===== src/rtl/core/lcdsw_pkg.sv =====
// Package for the segment LCD serial writer: sizes, frame IDs, opcodes and
// the frame request structure passed from the shadow stage to the serializer.
// No dependencies.
`timescale 1ns / 1ps
`default_nettype none

package lcdsw_pkg;

    // Display memory geometry.
    localparam int RAM_WORDS = 32;
    localparam int SEGMENTS  = 16;
    localparam int COMMONS   = 4;
    localparam int SHADOW_AW = (RAM_WORDS > 1) ? $clog2(RAM_WORDS) : 1;

    // Field widths.
    localparam int OPCODE_BITS = 2;
    localparam int ADDR_BITS   = 6;
    localparam int NIB_BITS    = 4;
    localparam int SEG_BITS    = 5;
    localparam int COM_BITS    = 3;
    localparam int CMD_BITS    = 9;
    localparam int ID_BITS     = 3;
    localparam int POS_BITS    = 4;

    // Frame layout.
    localparam int FRAME_BITS = ID_BITS + ADDR_BITS + NIB_BITS;
    localparam logic [ID_BITS-1:0]  ID_WRITE  = 3'b101;
    localparam logic [ID_BITS-1:0]  ID_CMD    = 3'b100;
    localparam logic [POS_BITS-1:0] WRITE_LAST = POS_BITS'(ID_BITS + ADDR_BITS + NIB_BITS - 1);
    localparam logic [POS_BITS-1:0] CMD_LAST   = POS_BITS'(ID_BITS + CMD_BITS - 1);

    // Opcodes.
    localparam logic [OPCODE_BITS-1:0] OP_WRITE_NIBBLE = 2'd0;
    localparam logic [OPCODE_BITS-1:0] OP_SEGMENT      = 2'd1;
    localparam logic [OPCODE_BITS-1:0] OP_COMMAND      = 2'd2;

    // Frame request to the serializer; bits[0] goes out first.
    typedef struct packed {
        logic                  valid;
        logic [FRAME_BITS-1:0] bits;
        logic [POS_BITS-1:0]   last_pos;
    } frame_load_t;

endpackage

`default_nettype wire


===== src/rtl/core/lcdsw_shadow.sv =====
// Display memory shadow with read-modify-write for nibble and segment requests;
// builds the serial frame for each accepted request. Depends on lcdsw_pkg.
`timescale 1ns / 1ps
`default_nettype none

module lcdsw_shadow (
    input  wire logic                                  aclk,
    input  wire logic                                  aresetn,
    input  wire logic                                  accept,
    input  wire logic [lcdsw_pkg::OPCODE_BITS-1:0]     opcode,
    input  wire logic [lcdsw_pkg::ADDR_BITS-1:0]       address,
    input  wire logic [lcdsw_pkg::NIB_BITS-1:0]        nibble,
    input  wire logic [lcdsw_pkg::SEG_BITS-1:0]        segment,
    input  wire logic [lcdsw_pkg::COM_BITS-1:0]        common,
    input  wire logic                                  turn_on,
    input  wire logic [lcdsw_pkg::CMD_BITS-1:0]        command_code,
    output lcdsw_pkg::frame_load_t                     load
);

    logic [lcdsw_pkg::NIB_BITS-1:0] shadow_reg [lcdsw_pkg::RAM_WORDS];

    logic                                 addr_ok;
    logic                                 seg_ok;
    logic                                 wr_en;
    logic [lcdsw_pkg::ADDR_BITS-1:0]      sel_addr;
    logic [lcdsw_pkg::SHADOW_AW-1:0]      word_idx;
    logic [lcdsw_pkg::NIB_BITS-1:0]       old_word;
    logic [lcdsw_pkg::NIB_BITS-1:0]       bit_mask;
    logic [lcdsw_pkg::NIB_BITS-1:0]       word_next;

    assign addr_ok = {1'b0, address} < 7'(lcdsw_pkg::RAM_WORDS);
    assign seg_ok  = ({1'b0, segment} < 6'(lcdsw_pkg::SEGMENTS))
                  && ({1'b0, segment} < 6'(lcdsw_pkg::RAM_WORDS))
                  && ({1'b0, common} < 4'(lcdsw_pkg::COMMONS));

    assign sel_addr = (opcode == lcdsw_pkg::OP_SEGMENT) ? {1'b0, segment} : address;
    assign word_idx = sel_addr[lcdsw_pkg::SHADOW_AW-1:0];
    assign old_word = shadow_reg[word_idx];
    assign bit_mask = lcdsw_pkg::NIB_BITS'(1) << common[1:0];

    always_comb begin
        wr_en     = 1'b0;
        word_next = nibble;
        load      = '0;
        case (opcode)
            lcdsw_pkg::OP_WRITE_NIBBLE: begin
                wr_en     = accept && addr_ok;
                word_next = nibble;
            end
            lcdsw_pkg::OP_SEGMENT: begin
                wr_en     = accept && seg_ok;
                word_next = turn_on ? (old_word | bit_mask) : (old_word & ~bit_mask);
            end
            default: begin
                wr_en = 1'b0;
            end
        endcase

        if (opcode == lcdsw_pkg::OP_COMMAND) begin
            load.valid    = accept;
            load.last_pos = lcdsw_pkg::CMD_LAST;
            for (int i = 0; i < lcdsw_pkg::ID_BITS; i++) begin
                load.bits[i] = lcdsw_pkg::ID_CMD[lcdsw_pkg::ID_BITS-1-i];
            end
            for (int i = 0; i < lcdsw_pkg::CMD_BITS; i++) begin
                load.bits[lcdsw_pkg::ID_BITS+i] = command_code[lcdsw_pkg::CMD_BITS-1-i];
            end
        end else begin
            // Write frame: address goes MSB first, data LSB first.
            load.valid    = wr_en;
            load.last_pos = lcdsw_pkg::WRITE_LAST;
            for (int i = 0; i < lcdsw_pkg::ID_BITS; i++) begin
                load.bits[i] = lcdsw_pkg::ID_WRITE[lcdsw_pkg::ID_BITS-1-i];
            end
            for (int i = 0; i < lcdsw_pkg::ADDR_BITS; i++) begin
                load.bits[lcdsw_pkg::ID_BITS+i] = sel_addr[lcdsw_pkg::ADDR_BITS-1-i];
            end
            for (int i = 0; i < lcdsw_pkg::NIB_BITS; i++) begin
                load.bits[lcdsw_pkg::ID_BITS+lcdsw_pkg::ADDR_BITS+i] = word_next[i];
            end
        end
    end

    always_ff @(posedge aclk) begin
        if (!aresetn) begin
            for (int i = 0; i < lcdsw_pkg::RAM_WORDS; i++) begin
                shadow_reg[i] <= '0;
            end
        end else if (wr_en) begin
            shadow_reg[word_idx] <= word_next;
        end
    end

endmodule

`default_nettype wire


===== src/rtl/core/lcdsw_serializer.sv =====
// Frame shift register that sends one bit per cycle into a registered output
// stage with backpressure. Depends on lcdsw_pkg.
`timescale 1ns / 1ps
`default_nettype none

module lcdsw_serializer (
    input  wire logic                               aclk,
    input  wire logic                               aresetn,
    input  wire lcdsw_pkg::frame_load_t             load,
    output logic                                    load_ready,
    output logic                                    m_tvalid,
    input  wire logic                               m_tready,
    output logic                                    m_serial_bit,
    output logic [lcdsw_pkg::POS_BITS-1:0]          m_bit_position,
    output logic                                    m_tlast
);

    logic                                 busy_reg, busy_next;
    logic [lcdsw_pkg::FRAME_BITS-1:0]     shift_reg, shift_next;
    logic [lcdsw_pkg::POS_BITS-1:0]       pos_reg, pos_next;
    logic [lcdsw_pkg::POS_BITS-1:0]       last_reg, last_next;
    logic                                 out_valid_reg, out_valid_next;
    logic                                 out_bit_reg, out_bit_next;
    logic [lcdsw_pkg::POS_BITS-1:0]       out_pos_reg, out_pos_next;
    logic                                 out_last_reg, out_last_next;
    logic                                 out_free;
    logic                                 on_last;

    assign out_free   = !out_valid_reg || m_tready;
    assign on_last    = (pos_reg == last_reg);
    // A new request may load while the last bit of the current frame moves out.
    assign load_ready = !busy_reg || (on_last && out_free);

    always_comb begin
        busy_next      = busy_reg;
        shift_next     = shift_reg;
        pos_next       = pos_reg;
        last_next      = last_reg;
        out_valid_next = out_valid_reg;
        out_bit_next   = out_bit_reg;
        out_pos_next   = out_pos_reg;
        out_last_next  = out_last_reg;

        if (busy_reg && out_free) begin
            out_valid_next = 1'b1;
            out_bit_next   = shift_reg[0];
            out_pos_next   = pos_reg;
            out_last_next  = on_last;
            shift_next     = shift_reg >> 1;
            pos_next       = pos_reg + 1'b1;
            if (on_last) begin
                busy_next = 1'b0;
            end
        end else if (out_free) begin
            out_valid_next = 1'b0;
        end

        if (load.valid) begin
            busy_next  = 1'b1;
            shift_next = load.bits;
            pos_next   = '0;
            last_next  = load.last_pos;
        end
    end

    always_ff @(posedge aclk) begin
        if (!aresetn) begin
            busy_reg      <= 1'b0;
            out_valid_reg <= 1'b0;
        end else begin
            busy_reg      <= busy_next;
            out_valid_reg <= out_valid_next;
        end
        shift_reg    <= shift_next;
        pos_reg      <= pos_next;
        last_reg     <= last_next;
        out_bit_reg  <= out_bit_next;
        out_pos_reg  <= out_pos_next;
        out_last_reg <= out_last_next;
    end

    assign m_tvalid       = out_valid_reg;
    assign m_serial_bit   = out_bit_reg;
    assign m_bit_position = out_pos_reg;
    assign m_tlast        = out_last_reg;

    // A load never cuts into a frame that still has bits to send.
    a_load_when_free: assert property (@(posedge aclk) disable iff (!aresetn)
        load.valid |-> (!busy_reg || (on_last && out_free)))
        else $error("frame loaded while serializer busy");

    a_busy_after_load: assert property (@(posedge aclk) disable iff (!aresetn)
        load.valid |=> busy_reg)
        else $error("serializer not busy after load");

    // Every frame starts with ID bit 1 and ends on bit 11 or 12.
    a_first_bit_id: assert property (@(posedge aclk) disable iff (!aresetn)
        (out_valid_reg && out_pos_reg == '0) |-> out_bit_reg)
        else $error("frame does not start with ID bit one");

    a_last_position: assert property (@(posedge aclk) disable iff (!aresetn)
        (out_valid_reg && out_last_reg) |->
            (out_pos_reg == lcdsw_pkg::WRITE_LAST || out_pos_reg == lcdsw_pkg::CMD_LAST))
        else $error("frame ends at wrong bit position");

endmodule

`default_nettype wire


===== src/rtl/core/lcd_segment_serial_writer.sv =====
// Top level of the segment LCD serial writer: stream ports, shadow stage and
// serializer. Depends on lcdsw_pkg, lcdsw_shadow and lcdsw_serializer.
`timescale 1ns / 1ps
`default_nettype none

// Each request is a nibble write, a segment bit set or clear, or a command.
// Writes update a 32-word shadow of the display memory (cleared by reset) and
// send a 13-bit write frame; commands send a 12-bit command frame. The frame
// leaves one bit per output request, each with its position and tlast on the
// final bit. A write or command request occupies the input while the frame shift
// register sends its frame, one bit per cycle while the output is not stalled; the
// next request is taken in the cycle the last bit moves to the output
// register. Requests out of range, and opcode 3, are accepted without
// occupying the input and send nothing.
module lcd_segment_serial_writer (
    input  wire logic        aclk,
    input  wire logic        aresetn,
    input  wire logic        s_tvalid,
    output logic             s_tready,
    // address[5:0], nibble[9:6], segment[14:10], common[17:15], turn_on[18],
    // command_code[27:19], zeros above.
    input  wire logic [31:0] s_tdata,
    // opcode[1:0]
    input  wire logic [1:0]  s_tuser,
    output logic             m_tvalid,
    input  wire logic        m_tready,
    // serial_bit[0], bit_position[4:1], zeros above.
    output logic [7:0]       m_tdata,
    // frame_end
    output logic             m_tlast
);

    lcdsw_pkg::frame_load_t             load;
    logic                               accept;
    logic                               serial_bit;
    logic [lcdsw_pkg::POS_BITS-1:0]     bit_position;

    assign accept = s_tvalid && s_tready;

    lcdsw_shadow u_shadow (
        .aclk         (aclk),
        .aresetn      (aresetn),
        .accept       (accept),
        .opcode       (s_tuser),
        .address      (s_tdata[5:0]),
        .nibble       (s_tdata[9:6]),
        .segment      (s_tdata[14:10]),
        .common       (s_tdata[17:15]),
        .turn_on      (s_tdata[18]),
        .command_code (s_tdata[27:19]),
        .load         (load)
    );

    lcdsw_serializer u_serializer (
        .aclk           (aclk),
        .aresetn        (aresetn),
        .load           (load),
        .load_ready     (s_tready),
        .m_tvalid       (m_tvalid),
        .m_tready       (m_tready),
        .m_serial_bit   (serial_bit),
        .m_bit_position (bit_position),
        .m_tlast        (m_tlast)
    );

    assign m_tdata = {3'b000, bit_position, serial_bit};

endmodule

`default_nettype wire

===== config.mk =====
export PLATFORM = sky130hd
export DESIGN_NAME = lcd_segment_serial_writer
export DESIGN_NICKNAME = d
export VERILOG_FILES = /design/src/rtl/core/lcdsw_pkg.sv /design/src/rtl/core/lcdsw_shadow.sv /design/src/rtl/core/lcdsw_serializer.sv /design/src/rtl/core/lcd_segment_serial_writer.sv
export SDC_FILE = /design/constraint.sdc
export NUM_CORES = 1
export LEC_CHECK = 0
export ABC_AREA = 1
export BUFFER_PORTS_ARGS = -buffer_cell sky130_fd_sc_hd__buf_4
export CORE_UTILIZATION = 40
export CTS_CLUSTER_SIZE = 24
export DETAILED_ROUTE_END_ITERATION = 8
export HOLD_SLACK_MARGIN = 0.15
export PLACE_DENSITY = 0.65
export SETUP_SLACK_MARGIN = 0.4
export SKIP_LAST_GASP = 1
export SLEW_MARGIN = 20
export SYNTH_ARGS = -nofsm -noshare
export SYNTH_HDL_FRONTEND = slang
export SYNTH_SLANG_ARGS = --single-unit

===== constraint.sdc =====
create_clock -name aclk -period 2.9 [get_ports aclk]
set_clock_uncertainty 0.1 [all_clocks]
set_input_delay 0.725 -clock aclk [delete_from_list [all_inputs] [get_ports aclk]]
set_output_delay 0.725 -clock aclk [all_outputs]
set_load 0.02 [all_outputs]

==> results of run 1 <==
power by group:
part / total, W / switching, W / leakage (nW) / internal [W]
Combinational: 0.000996 / 0.000621 / 2.73 / 0.000375
Clock: 0.00220 / 0.000971 / 0.271 / 0.00123
Sequential: 0.00260 / 0.0000420 / 1.56 / 0.00256
Total: 0.00580 / 0.00163 / 4.56 / 0.00416
critical path, delay by kind of cell:
kind	cells	cell delay, ns
AOI/OAI and AO/OA	2	0.29
buffers and inverters	5	0.70
and+or+nand+nor	9	0.84
synthesized netlist by cell type (all sizes together) (2+ instances only):
library cell | instances | share of area (%)
a21oi | 136 | 9.9
a31oi | 5 | 0.38
buf | 41 | 3.6
clkbuf | 19 | 0.87
dfxtp | 6 | 1.5
edfxtp | 149 | 55
inv | 27 | 1.3
nand2 | 367 | 17
nand3 | 88 | 5.5
nor2 | 34 | 2.2
nor3 | 4 | 0.49
o21ai | 11 | 1.1
or2 | 2 | 0.15
xor2 | 3 | 0.32
layout by cell type, fill, tap and decap left out, drive strengths merged, types with 5 or more instances in the layout:
master and instances:
buf 158, a31oi 5, clkbuf 29, o21ai 11, nor2 34, nand2 367
edfxtp 149, a21oi 136, dfxtp 6, nand3 88, inv 33
through the flow:
| stage | total power [W] | setup WS [ns] | setup TNS (ns) | instances | utilization, % |
|---|---|---|---|---|---|
| after floorplan | 0.00315 | 0.328 | 0 | 901 | - |
| after global placement | 0.00345 | -0.0749 | -0.339 | 1239 | 48.9 |
| after detailed placement | 0.00347 | -0.0921 | -0.614 | 1239 | 48.9 |
| after CTS | 0.00563 | 0.430 | 0 | 1273 | 52.1 |
| after global routing | 0.00596 | 0.343 | 0 | 1306 | 55.6 |
| final | 0.00580 | 0.403 | 0 | 1306 | 55.6 |
repair_timing:
action / in CTS / in global routing
endpoints found under the hold margin: 0 / 0
buffers inserted: 2 / 21
setup endpoints to repair: 86 / 258
pin swaps: 1 / 28
resized for setup: 6 / 65
cloned: 0 / 12
layer usage:
metal	share of wire, %	vias up
met5	0	-
met4	2.8	0
met3	10	57
met2	47	411
met1	40	3380
li1	-	3314
layout make-up:
class,instances,share of cell area (%)
repair buffers,168,15.7
multi-input cells,658,33.1
clock buffers,19,4.02
clock inverters,13,1.23
flip-flops and latches,155,41.8
well taps,265,3.01
inverters,28,1.07
worst min-delay path by stage:
| stage | start | cells after the start | end |
|---|---|---|---|
| final | u_serializer.shift_reg[0]$_SDFFCE_PN1P_ | 0 | u_serializer.m_serial_bit$_DFFE_PP_ |
| after global routing | u_serializer.shift_reg[0]$_SDFFCE_PN1P_ | 0 | u_serializer.m_serial_bit$_DFFE_PP_ |
| after CTS | u_serializer.shift_reg[0]$_SDFFCE_PN1P_ | 0 | u_serializer.m_serial_bit$_DFFE_PP_ |
| after detailed placement | u_serializer.shift_reg[0]$_SDFFCE_PN1P_ | 0 | u_serializer.m_serial_bit$_DFFE_PP_ |
| after global placement | u_serializer.shift_reg[0]$_SDFFCE_PN1P_ | 0 | u_serializer.m_serial_bit$_DFFE_PP_ |
| after floorplan | u_serializer.shift_reg[0]$_SDFFCE_PN1P_ | 0 | u_serializer.m_serial_bit$_DFFE_PP_ |
cells by family after synthesis:
logic type | count (synthesis) | share of synthesized area [%]
simple gates | 497 | 26.0
xor+xnor | 3 | 0.321
flops | 155 | 56.1
compound gates | 154 | 11.6
other cells | 1 | 0.0458
fa+ha+maj | 1 | 0.153
buf+inv | 88 | 5.79
==> impl_metrics.ini, run 1 <==
[synthesis]
yosys_register_bits = 155
synth-edff-count = 149
syn_area_per_cell_um2 = 9.11
syn_inst = 899
netlist_area_um2 = 8190
synth_ff_type = edfxtp_1
yosysSeqAreaShare_pct = 56.1
ys_async_sr_fraction_pct = 0
yosysUniqueCellTypes = 35
yosys_warnings = 0

[pwr]
power.density_nw_per_um2 = 526
irDropWorstVdd_uv = 420
cellLeakagePower_nw = 4.56

[worst_setup_path]
path_class = in -> reg
endpoint = u_shadow.shadow_reg[13][3]$_SDFFCE_PN0P_
worstPathCellList = buf_8, inv_6, nor2_8, o21ai_4, buf_6, nor2_4, buf_12, nand2_2, nand3_1, nand2_1, nand2_1, nor2_2, nand3_2, nand2_4, clkbuf_16, a21oi_2
cpMaxStageDelayCell = o21ai_4
crit_arrival_ns = 2.58
regToRegSetupSlack_ns = 0.49
startpoint_type = primary input
critPathRequiredTime_ns = 2.99
ff2ff_path_depth = 12
cpPeakStageDelay_ns = 0.23
r2r-start = u_serializer.pos_reg[0]$_SDFFE_PN0P_
setup.worst_path.start = s_tuser[0]
critPathCaptureType = register
path_common_cell = nand2_1
r2r_end = u_shadow.shadow_reg[27][2]$_SDFFCE_PN0P_
crit_path_max_fanout = 8

[global_routing]
use_met1_pct = 29.3
track_usage_pct = 21.7
antenna_found_initial = 0
gr-usage-met2_pct = 35.0
grt.busiest_layer = met2
grt_max_degree = 34
grt_pass1_wl_um = 35100
grt_overflow_total = 0
grt_pass1_vias = 6598
gr-usage-met3_pct = 4.12

[drt]
wirelength_um = 24900
drtPass1Iterations = 6
wl_per_cell_um = 19.1
antenna_left = 0
drc = 0
vias_per_cell = 5.48
via_count = 7162
drt_iter0_drc = 768

[timing]
final_max_slew_viol_count = 0
rsz0062_at_grt = true
post-route-min-period_ns = 2.50
worst_slew_pin_slew_ns = 0.602
fin_crit_sh_pct = 86.1
maxSlewHeadroom_pct = 59.8
holdWs_ns = 0.343
hold_viol = 0
setup_violations = 0
max_freq_mhz = 400

[die]
die_area_um2 = 21000
die_h_um = 145
die_w_um = 145
std_cell_rows = 51
io_pins = 49
initial_core_util_pct = 41.4
core_um2 = 19800

[cells_and_area]
layout-drive-gt1-share_pct = 37.3
ff_latch_area_um2 = 4600
area_growth_syn_to_layout_pct = 34.5
multi_input_area_um2 = 3650
final_nets = 1067
fillers = 1699
antennaDiodeCount = 0
fin_area_um2 = 11000
largest_reg_flops = 128

[clocking]
htree_levels = 4
cts_sinks = 155
cts_hold_buf = 0
clock-root-buffer = clkbuf_16
cts_buffers = 17
cts_tree = built
cts_max_path_buffers = 2
cts.reportedPaths.clkPinSlew_ns = 0.07
clkLatencyLatePin_ns = 0.44

[run]
cap_violations = 0

[min_path]
hold_class = reg -> reg

[placement]
hpwl_um = 15100
port_buffers = 41
dpl_cell_area_um2 = 9680
gp_congestion = 0.861

[status]
status = completed
Power figures use the tool's default switching activity.
==> run 2, diff against run 1 <==
--- a/config.mk
+++ b/config.mk
@@ -10,6 +10,7 @@
 export CORE_UTILIZATION = 40
 export CTS_CLUSTER_SIZE = 24
 export DETAILED_ROUTE_END_ITERATION = 8
+export GPL_TIMING_DRIVEN = 0
 export HOLD_SLACK_MARGIN = 0.15
 export PLACE_DENSITY = 0.65
 export SETUP_SLACK_MARGIN = 0.4
==> constraint.sdc (replaced) <==
create_clock -name aclk -period 2.9 [get_ports aclk]
set_clock_uncertainty 0.1 [all_clocks]
set_input_delay 0.725 -clock aclk [delete_from_list [all_inputs] [get_ports aclk]]
set_output_delay 0.725 -clock aclk [all_outputs]
set_load 0.01 [all_outputs]
==> impl_metrics.ini, run 2 (synthesis results as in run 1) <==
[status]
status = completed

[drt]
drt_iter0_drc = 871
antenna_left = 0
drc = 0
via_count = 7667
wirelength_um = 30100
vias_per_cell = 5.78
wl_per_cell_um = 22.7
drtPass1Iterations = 7

[timing]
fin_crit_sh_pct = 89.8
rsz0062_at_grt = true
setup_slack_ns = 0.295
post-route-min-period_ns = 2.61
worst_slew_pin_slew_ns = 0.878
hold_viol = 0
max_freq_mhz = 384
setup_violations = 0
setup_tns_ns = 0
maxSlewHeadroom_pct = 41.5
final_max_slew_viol_count = 0

[placement]
port_buffers = 39
hpwl_um = 17100
gp_congestion = 0.912
dp_cells = 1205
dp_slack_ns = -0.510
dpl_cell_area_um2 = 9190

[die]
die_h_um = 145
io_pins = 49
core_um2 = 19800
die_area_um2 = 21000
initial_core_util_pct = 41.4
die_w_um = 145
std_cell_rows = 51

[worst_setup_path]
critPathRequiredTime_ns = 2.96
cpMaxStageDelayCell = clkbuf_16
cpPeakStageDelay_ns = 0.19
crit_path_max_fanout = 8
crit_arrival_ns = 2.67
critPathCaptureType = register
path_common_cell = buf_12
worstPathCellList = buf_12, inv_6, nor2_8, nand2_2, o21ai_4, buf_12, buf_12, nor2_4, buf_6, nand2_1, nand3_1, nand2_1, nand2_2, nor2_1, nand3_2, nand2_8, clkbuf_16, a21oi_2
path_class = in -> reg
startpoint_type = primary input

[global_routing]
grt_pass1_wl_um = 41000
grt_overflow_total = 0
grt_max_degree = 17
track_usage_pct = 26.3
antenna_found_initial = 0
grt_pass1_vias = 6995

[clocking]
clock-root-buffer = clkbuf_16
cts_buffers = 17
clkLatencyLatePin_ns = 0.44
cts_tree = built
cts_hold_buf = 0
cts_sinks = 155
cts_max_path_buffers = 2
htree_levels = 4
cts.reportedPaths.clkPinSlew_ns = 0.06

[cells_and_area]
fin_util_pct = 60.8
final_nets = 1087
area_growth_syn_to_layout_pct = 46.9
layout_commonest_cell = nand2_1
final_cell_mix = 298 x nand2_1, 149 x edfxtp_1, 101 x buf_4
final_cells = 1326
antennaDiodeCount = 0
fin_area_um2 = 12000
largest_reg_flops = 128
layout-drive-gt1-share_pct = 42.0

[pwr]
irDropWorstVdd_uv = 320
power.density_nw_per_um2 = 507
cellLeakagePower_nw = 4.79

[min_path]
hold_class = reg -> reg

[run]
cap_violations = 0
-- run 2: changes by cell type in the layout (fill, tap and decap cells not counted), sizes merged --
cell and change:
clkinv +3, buf -1, bufinv +1, bufbuf +2, inv -7, clkinvlp +2
clkbuf +20
-- run 2: worst paths after layout --
kind                                            from                                       end  slack, ns  cells past startpoint
max reg2reg       u_serializer.last_reg[2]$_DFFE_PN_  u_shadow.shadow_reg[12][1]$_SDFFCE_PN0P_       0.38                     10
min          u_serializer.shift_reg[0]$_SDFFCE_PN1P_       u_serializer.m_serial_bit$_DFFE_PP_       0.32                      0
min reg2reg  u_serializer.shift_reg[0]$_SDFFCE_PN1P_       u_serializer.m_serial_bit$_DFFE_PP_       0.32                      0
max                                       s_tuser[0]   u_shadow.shadow_reg[2][3]$_SDFFCE_PN0P_       0.29                     18
-- run 2: what timing repair did --
action	in CTS	in global routing
buffers inserted	48	25
setup endpoints to repair	276	278
pin swaps	16	38
gates resized for setup	153	96
cloned	4	12
-- run 2: layout make-up --
cell class | instances | area [um2]
plain buffers | 60 | 667
flip-flops and latches | 155 | 4600
fillers | 1524 | 7760
clock inverters | 12 | 139
multi-input cells | 658 | 4250
clock buffers | 20 | 457
inverters | 28 | 134
well taps | 265 | 332
repair buffers | 128 | 1440
-- run 2: power breakdown --
| group | switching (W) | internal [W] | leakage (nW) | total, W |
|---|---|---|---|---|
| clock | 0.000961 | 0.00132 | 0.279 | 0.00228 |
| combinational | 0.000747 | 0.000466 | 2.95 | 0.00121 |
| sequential | 0.0000423 | 0.00256 | 1.56 | 0.00260 |
| total | 0.00175 | 0.00435 | 4.79 | 0.00610 |
-- run 2: through the flow --
stage / hold WS [ns] / total power [W]
2_1_floorplan: 0.300 / 0.00314
3_3_place_gp: 0.301 / 0.00341
3_5_place_dp: 0.306 / 0.00342
4_1_cts: 0.321 / 0.00585
5_1_grt: 0.340 / 0.00622
6_report: 0.323 / 0.00610
-- run 2: worst max-delay path, delay by kind of cell --
family	cells	cell delay, ns
AOI/OAI and AO/OA	2	0.13
buffers and inverters	6	0.74
and+or+nand+nor	10	1.04
-- run 2: metal layers --
metal	vias up	wire [um]	global-route usage [%]
li1	3374	-	-
met1	3611	11600	35.5
met2	539	13400	40.0
met3	143	3350	5.88
met4	0	1800	12.9
met5	-	0	0
==> run 3, diff against run 2 <==
--- a/config.mk
+++ b/config.mk
@@ -6,13 +6,13 @@
 export NUM_CORES = 1
 export LEC_CHECK = 0
 export ABC_AREA = 1
-export BUFFER_PORTS_ARGS = -buffer_cell sky130_fd_sc_hd__buf_4
+export BUFFER_PORTS_ARGS = -buffer_cell sky130_fd_sc_hd__clkbuf_2
 export CORE_UTILIZATION = 40
 export CTS_CLUSTER_SIZE = 24
 export DETAILED_ROUTE_END_ITERATION = 8
 export GPL_TIMING_DRIVEN = 0
 export HOLD_SLACK_MARGIN = 0.15
-export PLACE_DENSITY = 0.65
+export PLACE_DENSITY_LB_ADDON = 0.05
 export SETUP_SLACK_MARGIN = 0.4
 export SKIP_LAST_GASP = 1
 export SLEW_MARGIN = 20
==> impl_metrics.ini, run 3 (synthesis results as in run 1) <==
[cells_and_area]
antennaDiodeCount = 0
area_growth_syn_to_layout_pct = 52.5
final_cells = 1339
final_cell_mix = 244 x nand2_1, 149 x edfxtp_1, 104 x a21oi_2
fin_util_pct = 63.1
largest_reg_flops = 128
layout-drive-gt1-share_pct = 49.8
final_nets = 1100
layout_commonest_cell = nand2_1

[worst_setup_path]
worstPathCellList = buf_12, inv_8, nor2_8, nand2_4, o21ai_4, buf_12, buf_12, nor2_4, buf_12, nand2_4, nand3_2, nand2_1, nand2_2, nor2_4, nand3_4, nand2_8, buf_12, buf_16, a21oi_2
critPathRequiredTime_ns = 2.96
cpMaxStageDelayCell = nor2_8
crit_arrival_ns = 2.64
critPathCaptureType = register
path_class = in -> reg
cpPeakStageDelay_ns = 0.18
crit_path_max_fanout = 8
path_common_cell = buf_12
startpoint_type = primary input

[clocking]
cts.reportedPaths.clkPinSlew_ns = 0.07
cts_max_path_buffers = 2
cts_buffers = 17
clkLatencyLatePin_ns = 0.44
clock-root-buffer = clkbuf_16
cts_sinks = 155
htree_levels = 4
cts_tree = built
cts_hold_buf = 0

[drt]
antenna_left = 0
wl_per_cell_um = 22.6
drc = 0
wirelength_um = 30300
drtPass1Iterations = 5
via_count = 7583
drt_iter0_drc = 783
vias_per_cell = 5.66

[global_routing]
grt_max_degree = 17
track_usage_pct = 27.0
antenna_found_initial = 0
grt_overflow_total = 0
grt_pass1_vias = 6939
grt_pass1_wl_um = 41700

[die]
die_h_um = 145
initial_core_util_pct = 41.4
die_w_um = 145
die_area_um2 = 21000
std_cell_rows = 51
io_pins = 49
core_um2 = 19800

[timing]
setup_violations = 0
post-route-min-period_ns = 2.58
final_max_slew_viol_count = 0
hold_viol = 0
holdWs_ns = 0.335
max_freq_mhz = 388
rsz0062_at_grt = true
worst_slew_pin_slew_ns = 1.44
maxSlewHeadroom_pct = 4.22
setup_slack_ns = 0.321
fin_crit_sh_pct = 88.9

[placement]
hpwl_um = 18000
dp_slack_ns = -0.559
gp_congestion = 0.916
dp_cells = 1205
port_buffers = 39

[run]
cap_violations = 0

[min_path]
hold_class = reg -> reg

[pwr]
cellLeakagePower_nw = 4.96
power.density_nw_per_um2 = 490
irDropWorstVdd_uv = 371

[status]
status = completed
[run 3: cell count changes in the layout (fill, tap and decap cells not counted), sizes merged]
| cell | before | now |
|---|---|---|
| clkinvlp | 6 | 4 |
| bufbuf | 2 | 0 |
| clkinv | 6 | 5 |
| inv | 26 | 33 |
| clkbuf | 49 | 88 |
| buf | 157 | 128 |
| clkdlybuf4s15 | 0 | 2 |
| nand2 | 367 | 368 |
| bufinv | 2 | 0 |
[run 3: worst max-delay path: cells and delay by family]
family	cells	cell delay, ns
AOI/OAI and AO/OA	2	0.12
and+or+nand+nor	10	0.99
buffers and inverters	7	0.83
[run 3: through the flow]
stage / instance area (um2) / setup TNS, ns / power (W)
2_1_floorplan: 8560 / 0 / 0.00314
3_3_place_gp: 9090 / -83.45 / 0.00342
3_5_place_dp: 9090 / -83.67 / 0.00342
4_1_cts: 10900 / 0 / 0.00581
5_1_grt: 12500 / 0 / 0.00627
6_report: 12500 / 0 / 0.00612
[run 3: per-layer routing]
metal  track usage, %  wire (um)  vias to the layer above
li1                 -          -                     3394
met1             36.6      12400                     3685
met2             42.5      13900                      427
met3             5.63       2810                       77
met4             9.68       1120                        0
met5                0          0                        -
[run 3: cell type report]
| cell class | instances | area [um2] |
|---|---|---|
| buffer | 60 | 704 |
| multi-input combinational | 659 | 4620 |
| fill | 1575 | 7300 |
| clock buffer | 18 | 450 |
| timing repair buffer | 140 | 1520 |
| sequential | 155 | 4600 |
| inverter | 28 | 141 |
| clock inverter | 14 | 121 |
| tap | 265 | 332 |
[run 3: final timing paths]
check	start	endpoint	slack (ns)	cells after the start
worst min-delay path	u_serializer.shift_reg[0]$_SDFFCE_PN1P_	u_serializer.m_serial_bit$_DFFE_PP_	0.33	0
worst min register to register	u_serializer.shift_reg[0]$_SDFFCE_PN1P_	u_serializer.m_serial_bit$_DFFE_PP_	0.33	0
worst max-delay path	s_tuser[0]	u_shadow.shadow_reg[3][3]$_SDFFCE_PN0P_	0.32	19
worst max register to register	u_serializer.pos_reg[0]$_SDFFE_PN0P_	u_shadow.shadow_reg[18][0]$_SDFFCE_PN0P_	0.48	12
[run 3: repair_timing]
item                       CTS  global route
resized for setup          174           202
buffers inserted            49            34
setup endpoints to repair  278           277
gates cloned                 4            15
pin swaps                   29            57
[run 3: report_power, final]
| part | total, W | internal [W] | switching [W] |
|---|---|---|---|
| Combinational | 0.00132 | 0.000516 | 0.000802 |
| Sequential | 0.00261 | 0.00256 | 0.0000447 |
| Clock | 0.00219 | 0.00118 | 0.00101 |
| Total | 0.00612 | 0.00425 | 0.00186 |
